<file path="config.mk">
export PLATFORM = sky130hd
export DESIGN_NAME = shns_div
export DESIGN_NICKNAME = d
export VERILOG_FILES = /design/src/rtl/core/shns_pkg.sv /design/src/rtl/core/shns_div.sv
export SDC_FILE = /design/constraint.sdc
export NUM_CORES = 1
export LEC_CHECK = 0
export BUFFER_PORTS_ARGS = -buffer_cell sky130_fd_sc_hd__clkbuf_2
export CAP_MARGIN = 20
export CORE_MARGIN = 1
export CORE_UTILIZATION = 53
export DETAILED_ROUTE_END_ITERATION = 8
export PLACE_DENSITY = 0.83
export SYNTH_ARGS = -nofsm -noshare
export SYNTH_HDL_FRONTEND = slang
export SYNTH_SLANG_ARGS = --single-unit
</file>
<file path="constraint.sdc">
create_clock -name clk -period 3.7 [get_ports clk]
set_clock_uncertainty 0.2 [all_clocks]
set_input_delay 0.555 -clock clk [delete_from_list [all_inputs] [get_ports clk]]
set_output_delay 0.555 -clock clk [all_outputs]
set_load 0.05 [all_outputs]
</file>
<file path="src/rtl/core/shns_pkg.sv">
// Shared types and constants of the spatial hash neighbor search core.
// No dependencies; used by shns_div and spatial_hash_neighbor_search_core.
package shns_pkg;

  // Command codes carried by in_mode.
  localparam logic [1:0] MODE_LOAD  = 2'd0;
  localparam logic [1:0] MODE_BUILD = 2'd1;
  localparam logic [1:0] MODE_QUERY = 2'd2;

  // Result kinds.
  localparam logic [2:0] KIND_NEIGHBOR  = 3'd0;
  localparam logic [2:0] KIND_NONE      = 3'd1;
  localparam logic [2:0] KIND_BUILT     = 3'd2;
  localparam logic [2:0] KIND_REJECTED  = 3'd3;
  localparam logic [2:0] KIND_NOT_BUILT = 3'd4;

  // Hash multipliers and result limit.
  localparam logic signed [24:0] HASH_MUL_X = 25'sd15823;
  localparam logic signed [24:0] HASH_MUL_Y = 25'sd9737333;
  localparam int unsigned RESULT_CAP = 64;

  // Divider widths.
  localparam int unsigned DIV_NW = 32;
  localparam int unsigned DIV_DW = 23;

  typedef struct packed {
    logic              start;
    logic [DIV_NW-1:0] dividend;
    logic [DIV_DW-1:0] divisor;
  } div_req_t;

  typedef struct packed {
    logic              done;
    logic [DIV_NW-1:0] quot;
    logic [DIV_DW-1:0] rem;
  } div_rsp_t;

endpackage

</file>
<file path="src/rtl/core/shns_div.sv">
// Restoring unsigned divider, one quotient bit per cycle.
// Depends on shns_pkg for the request and response structs.
module shns_div (
  input  logic               clk,
  input  logic               rst_n,
  input  shns_pkg::div_req_t req,
  output shns_pkg::div_rsp_t rsp
);
  import shns_pkg::*;

  logic [DIV_DW:0]   rem_r;
  logic [DIV_NW-1:0] quo_r;
  logic [4:0]        cnt_r;
  logic              run_r;
  logic              done_r;
  logic [DIV_DW:0]   trial;
  logic              fits;

  // Trial subtraction of one step.
  assign trial = {rem_r[DIV_DW-1:0], quo_r[DIV_NW-1]};
  assign fits  = trial >= {1'b0, req.divisor};

  always_ff @(posedge clk) begin
    if (!rst_n) begin
      run_r  <= 1'b0;
      done_r <= 1'b0;
      cnt_r  <= '0;
    end else begin
      done_r <= 1'b0;
      if (req.start) begin
        rem_r <= '0;
        quo_r <= req.dividend;
        cnt_r <= '0;
        run_r <= 1'b1;
      end else if (run_r) begin
        rem_r <= fits ? trial - {1'b0, req.divisor} : trial;
        quo_r <= {quo_r[DIV_NW-2:0], fits};
        cnt_r <= cnt_r + 5'd1;
        if (cnt_r == 5'd31) begin
          run_r  <= 1'b0;
          done_r <= 1'b1;
        end
      end
    end
  end

  assign rsp.done = done_r;
  assign rsp.quot = quo_r;
  assign rsp.rem  = rem_r[DIV_DW-1:0];

endmodule

</file>
==> summary.md, run 1 <==
| Metric | Value |
|---|---|
| Die H | `89.3 µm` |
| Flops & latches, synth | `62` |
| Gr ovfl total | `0` |
| CTS Buffer Depth | `2` |
| R2R depth | `10` |
| RSZ-0062 raised after global routing | `false` |
| GRT Resource Usage Total | `0.235` |
| DPL Wire Length | `6860 µm` |
| Post-CTS Setup Bufs | `0` |
| Via count | `3,483` |
| Avg WL per Cell | `15.0 µm` |
| Post-layout min period | `3000 ps` |
| Peak VDD IR | `0.274 mV` |
| Sequential share of the synthesized area | `0.444` |
| Cell count of the worst hold path | `2` |
| Area of the core | `0.00729 mm²` |
| Synthesis Warnings | `0` |
| Post-cts resize count | `0` |
| Inserted Diodes | `0` |
| Crit Path Class | `reg2reg` |
| Synth unique cells | `47` |
| Hold Buf Count CTS | `0` |
| Vias/cell | `5.64` |
| Number of DRC markers in iteration 0 | `302` |
| Non-Filler Instances | `618` |
| CTS clk-pin slew, worst paths | `80 ps` |
| Clock buffer count from CTS | `9` |
| First-pass GRT wire length | `14,400 µm` |
| Static Leakage | `2.13 nW` |
| Clock sink total | `62` |
| Drt pass-1 iters | `5` |
| Root Driver | `clkbuf_8` |
| Area delta synth->final | `19.9%` |
| Die ar. | `0.00797 mm²` |
| Status | `completed` |
| Post-DRT Antenna Nets | `0` |
| Setup TNS | `0 ps` |
| Worst-Margin Slew | `671 ps` |
| Initial antenna violation count | `0` |
| Final WL | `9280 µm` |
| Final Cycle Share | `0.810` |
| Boundary Pins | `114` |
| H-tree Lvls | `3` |
| CP arrival | `2980 ps` |
| Clock latency on the worst-skew pair | `340 ps` |
| CTS tree | `done` |
| DRC | `0` |
| Maxcap violations | `0` |
| Type of destination of the critical path | `flop` |
| Fmax | `0.334 GHz` |
| Rel. slew slack | `0.553` |
| Top FF cell, synth | `edfxtp_1` |
| Initial Util | `0.554` |
| IO buf count | `113` |
| Hold Vio Cnt, Final | `0` |
| Setup-failing EPs final | `0` |
| Async set or reset register ratio after synthesis | `0` |
| Rows | `31` |
| Slew Limit Fails | `0` |
| HP Class | `in2reg` |
| Post-synth EDFFs | `55` |
| Layout cells sized above 1 | `0.339` |
| Syn_nets | `488` |
| Largest net degree at the start of global routing | `56` |
| Power Density | `446 mW/mm²` |
| Dpl cells | `602` |
| Vias in the first global route | `3,241` |
| Synth Cell Area | `0.00404 mm²` |
| Syn Inst Count | `404` |
| Die Width | `89.3 µm` |
| Worst EP required | `3690 ps` |
| Critical path fanouts, max | `4` |
| RD Place Congestion | `0.907` |
| Crit start category | `flop` |
| Syn Area/Cell | `9.99 µm²` |
| Fin nets | `598` |
## placed cells by master (no fill, tap or decap), types with 4 or more instances in the layout
cell type	netlist	routed
nand2b_1	5	5
edfxtp_1	55	55
inv_1	26	26
ha_1	25	25
nand2_1	51	51
a211oi_2	5	5
o21a_1	5	4
buf_4	2	4
mux2_2	32	32
xor2_1	10	10
nor2_1	30	30
nand4_1	11	11
o21ai_0	19	19
a211oi_1	4	4
nand3_1	5	5
a21oi_1	44	44
dfxtp_1	7	7
clkbuf_2	0	113
xnor2_1	8	8
a21o_1	6	6
clkbuf_8	0	9
## metrics by stage
| stage | hold WS (ps) | cell area [µm²] | power, mW | util | setup slack [ps] |
|---|---|---|---|---|---|
| after floorplan | 267 | 4040 | 1.45 | - | 692 |
| after global placement | 282 | 4660 | 1.59 | 0.639 | 613 |
| after detailed placement | 298 | 4660 | 1.61 | 0.639 | 534 |
| after CTS | 300 | 4840 | 2.16 | 0.664 | 737 |
| after global routing | 301 | 4840 | 2.26 | 0.664 | 508 |
| final | 306 | 4840 | 2.16 | 0.664 | 704 |
## layout make-up
cell class                 count  area (µm²)
inverter                      26        97.6
timing repair buffer         117         596
clock inverter                 7        56.3
tap                           99         124
multi-input combinational    298        2050
sequential                    62        1790
clock buffer                   9         124
fill                         583        2450
## kinds of logic (layout without fill, tap and decap cells)
family | count (synthesis) | count (layout) | share of synthesized area
buffers and inverters | 44 | 159 | 0.0486
adders and majority gates | 26 | 26 | 0.0824
xor gates and xnor gates | 18 | 18 | 0.0390
and+or+nand+nor | 119 | 119 | 0.135
muxes | 34 | 34 | 0.0942
AOI/OAI and AO/OA | 101 | 101 | 0.157
DFF | 62 | 62 | 0.444
## worst max-delay path, stage by stage, from the launching register on
cell and delay [ps]:
edfxtp_1 400, inv_1 60, ha_1 200, fa_1 380
nand2b_1 210, a211oi_1 350, o21bai_1 140, a21oi_1 270
o21ai_0 130, a2111o_1 370, a21oi_1 140
## flip-flops by register name (all words and copies together) (netlist names)
signal,count
cnt_r,5
done_r,1
quo_r,32
rem_r,23
run_r,1
## Yosys cell counts (2+ instances only)
library cell / count / area, µm²
edfxtp_1: 55 / 1650
nor2_1: 30 / 113
a21o_1: 6 / 45.0
nand2_1: 51 / 191
nand4_1: 11 / 68.8
a211oi_1: 4 / 30.0
a211oi_2: 5 / 62.6
clkbuf_1: 12 / 45.0
inv_1: 26 / 97.6
o211ai_1: 2 / 15.0
o21a_1: 5 / 37.5
xnor2_1: 8 / 70.1
buf_4: 2 / 15.0
nand2b_1: 5 / 31.3
o21ai_0: 19 / 95.1
o31ai_1: 2 / 15.0
or3_1: 3 / 18.8
o21bai_1: 3 / 22.5
a21oi_1: 44 / 220
ha_1: 25 / 313
mux2_2: 32 / 360
and2_1: 3 / 18.8
buf_6: 3 / 33.8
a31oi_1: 2 / 12.5
mux2i_1: 2 / 20.0
xor2_1: 10 / 87.6
nor3_1: 3 / 15.0
nand3_1: 5 / 25.0
nor2b_1: 2 / 12.5
dfxtp_1: 7 / 140
## routing by layer
metal | vias up | global-route usage | share of wire
li1 | 1684 | - | -
met1 | 1606 | 0.303 | 0.43
met2 | 159 | 0.388 | 0.47
met3 | 34 | 0.0545 | 0.067
met4 | 0 | 0.0895 | 0.025
met5 | - | 0 | 0
## power breakdown
part	switching [mW]	leakage, nW	internal [mW]
Combinational	0.482	1.46	0.249
Sequential	0.0363	0.587	0.834
Clock	0.304	0.0906	0.251
## worst paths after layout
kind / slack [ps] / startpoint / endpoint
min: 310 / req[48] / quo_r[25]
min reg2reg: 310 / cnt_r[4] / cnt_r[4]
max reg2reg: 700 / quo_r[31] / rem_r[20]
max: 700 / quo_r[31] / rem_r[20]
Note: power is estimated with default switching activity, not from simulation.
==> run 2, diff against run 1 <==
- clock period: 3.7 -> 2.9 ns (I/O delays scaled with it)
==> run 2 against run 1 <==
Compared with the run above: via count rose by 1.8%; critical path type unchanged; die area did not move; register-to-register slack got worse by 550 ps; global-route usage rose by 1.5 points; sequential share of layout area fell by 1.7 points.
==> summary.md, run 2 (synthesis results as in run 1) <==
| Metric | Value |
|---|---|
| Setup-failing EPs final | `0 (unchanged)` |
| Crit start category | `flop (unchanged)` |
| Number of DRC markers in iteration 0 | `174 (was 302)` |
| Fmax | `0.365 GHz (was 0.334 GHz)` |
| Critical path origin | `rem_r[16] (was quo_r[31])` |
| Hold Vio Cnt, Final | `0 (unchanged)` |
| Static Leakage | `2.25 nW (was 2.13 nW)` |
| Vias in the first global route | `3,429 (was 3,241)` |
| Peak VDD IR | `0.303 mV (was 0.274 mV)` |
| Rel. slew slack | `0.688 (was 0.553)` |
| CP arrival | `2650 ps (was 2980 ps)` |
| CTS clk-pin slew, worst paths | `80 ps (about the same)` |
| First-pass GRT wire length | `15,100 µm (was 14,400 µm)` |
| Type of destination of the critical path | `flop (unchanged)` |
| Clock latency on the worst-skew pair | `350 ps (was 340 ps)` |
| Die ar. | `0.00797 mm² (unchanged)` |
| Area of the core | `0.00729 mm² (unchanged)` |
| Gr ovfl total | `0 (unchanged)` |
| Flop2flop setup slack | `160 ps (was 700 ps)` |
| DRC | `0 (unchanged)` |
| Pwr Total | `2.90 mW (was 2.16 mW)` |
| H-tree Lvls | `3 (unchanged)` |
| HP Class | `in2reg (unchanged)` |
| Power Density | `573 mW/mm² (was 446 mW/mm²)` |
| HP Start | `req[48] (unchanged)` |
| Initial antenna violation count | `0 (unchanged)` |
| Maxcap violations | `0 (unchanged)` |
| Area delta synth->final | `25.5% (was 19.9%)` |
| Avg WL per Cell | `15.4 µm (was 15.0 µm)` |
| Root Driver | `clkbuf_8 (unchanged)` |
| Layout fillers | `588 (was 583)` |
| Regs by FF count | `quo_r (32), rem_r (23), cnt_r (5) (unchanged)` |
| Largest net degree at the start of global routing | `44 (was 56)` |
| Inserted Diodes | `0 (unchanged)` |
| Final WS setup | `157 ps (was 704 ps)` |
| Worst-Margin Slew | `463 ps (was 671 ps)` |
| Drt pass-1 iters | `4 (was 5)` |
| Rows | `31 (unchanged)` |
| Commonest non-fill, non-tap cell in the layout | `clkbuf_2 (unchanged)` |
| DPL Wire Length | `7320 µm (was 6860 µm)` |
| Initial Util | `0.554 (unchanged)` |
| GRT Resource Usage Total | `0.251 (was 0.235)` |
| Final WL | `9830 µm (was 9280 µm)` |
| CTS Buffer Depth | `2 (unchanged)` |
| Clock sink total | `62 (unchanged)` |
| Non-Filler Instances | `639 (was 618)` |
| CTS tree | `done (unchanged)` |
| RSZ-0062 raised after global routing | `false (unchanged)` |
| Hold Buf Count CTS | `0 (unchanged)` |
| Critical path fanouts, max | `13 (was 4)` |
| Slew Limit Fails | `0 (unchanged)` |
| Launching point of the worst reg2reg path | `rem_r[16] (was quo_r[31])` |
| IO buf count | `113 (unchanged)` |
| Post-layout min period | `2740 ps (was 3000 ps)` |
| Fin nets | `619 (was 598)` |
| Final Cycle Share | `0.946 (was 0.810)` |
| Clock buffer count from CTS | `9 (unchanged)` |
| Boundary Pins | `114 (unchanged)` |
| Status | `completed (unchanged)` |
| Setup WS pre-CTS | `-72.5 ps (was 534 ps)` |
| Final core utilization | `0.695 (was 0.664)` |
| Crit Path Class | `reg2reg (unchanged)` |
| Hold slack | `185 ps (was 306 ps)` |
| RD Place Congestion | `0.948 (was 0.907)` |
| Max reg flops | `32 (unchanged)` |
| Die H | `89.3 µm (unchanged)` |
| Via count | `3,547 (was 3,483)` |
| Vias/cell | `5.55 (was 5.64)` |
| Commonest non-fill, non-tap cells in the layout | `clkbuf_2, edfxtp_1, nand2_1, a21oi_1, mux2_2 (unchanged)` |
| Dpl cells | `619 (was 602)` |
| Worst EP required | `2800 ps (was 3690 ps)` |
| Layout cells sized above 1 | `0.374 (was 0.339)` |
| Die Width | `89.3 µm (unchanged)` |
| Post-DRT Antenna Nets | `0 (unchanged)` |
| Largest Register | `quo_r (unchanged)` |
[run 2: cell count changes in the layout (fill, tap and decap cells not counted), sizes merged]
cell / change
clkinvlp: -1
clkbuf: +1
buf: +20
or3: +1
inv: -1
bufinv: +1
[run 2: path summary, 6_finish.rpt]
path,end,cells after the start
setup / recovery,quo_r[0],7
hold / removal,quo_r[25],2
setup reg to reg,quo_r[0],7
hold reg to reg,cnt_r[4],2
[run 2: metrics by stage]
step           cell area, µm²  TNS [ps]
6_report                 5070         0
5_1_grt                  5070         0
4_1_cts                  5010         0
3_5_place_dp             4820      -343
3_3_place_gp             4820         0
2_1_floorplan            4060         0
[run 2: per-layer routing]
layer	wire (µm)	track usage	vias to the layer above	share of wire
li1	-	-	1738	-
met1	4130	0.312	1663	0.42
met2	4840	0.413	125	0.49
met3	659	0.0683	21	0.067
met4	197	0.105	0	0.020
met5	0	0	-	0
[run 2: what timing repair did]
action,4_1_cts,5_1_grt
gates resized for setup,0,5
endpoints found under the setup margin,0,23
buffers inserted,0,3
[run 2: layout make-up]
| cell class | instances | area [µm²] | share of cell area |
|---|---|---|---|
| Timing Repair Buffer | 137 | 758 | 0.150 |
| Tap cell | 99 | 124 | 0.0244 |
| Inverter | 26 | 97.6 | 0.0193 |
| Sequential cell | 62 | 1790 | 0.353 |
| Multi-Input combinational cell | 299 | 2100 | 0.414 |
| Clock inverter | 6 | 68.8 | 0.0136 |
| Clock buffer | 10 | 128 | 0.0252 |
[run 2: critical path, stage by stage, from the launching register on]
cell	delay, ps
edfxtp_1	430
ha_1	350
a21oi_2	190
o21a_1	140
o21ai_1	70
a211o_1	320
or3_4	500
mux2_2	290
[run 2: power by group]
group	total, mW	leakage (nW)	switching (mW)	internal, mW
logic	1.01	1.57	0.637	0.370
registers	1.11	0.587	0.0457	1.06
clock network	0.785	0.0989	0.382	0.404
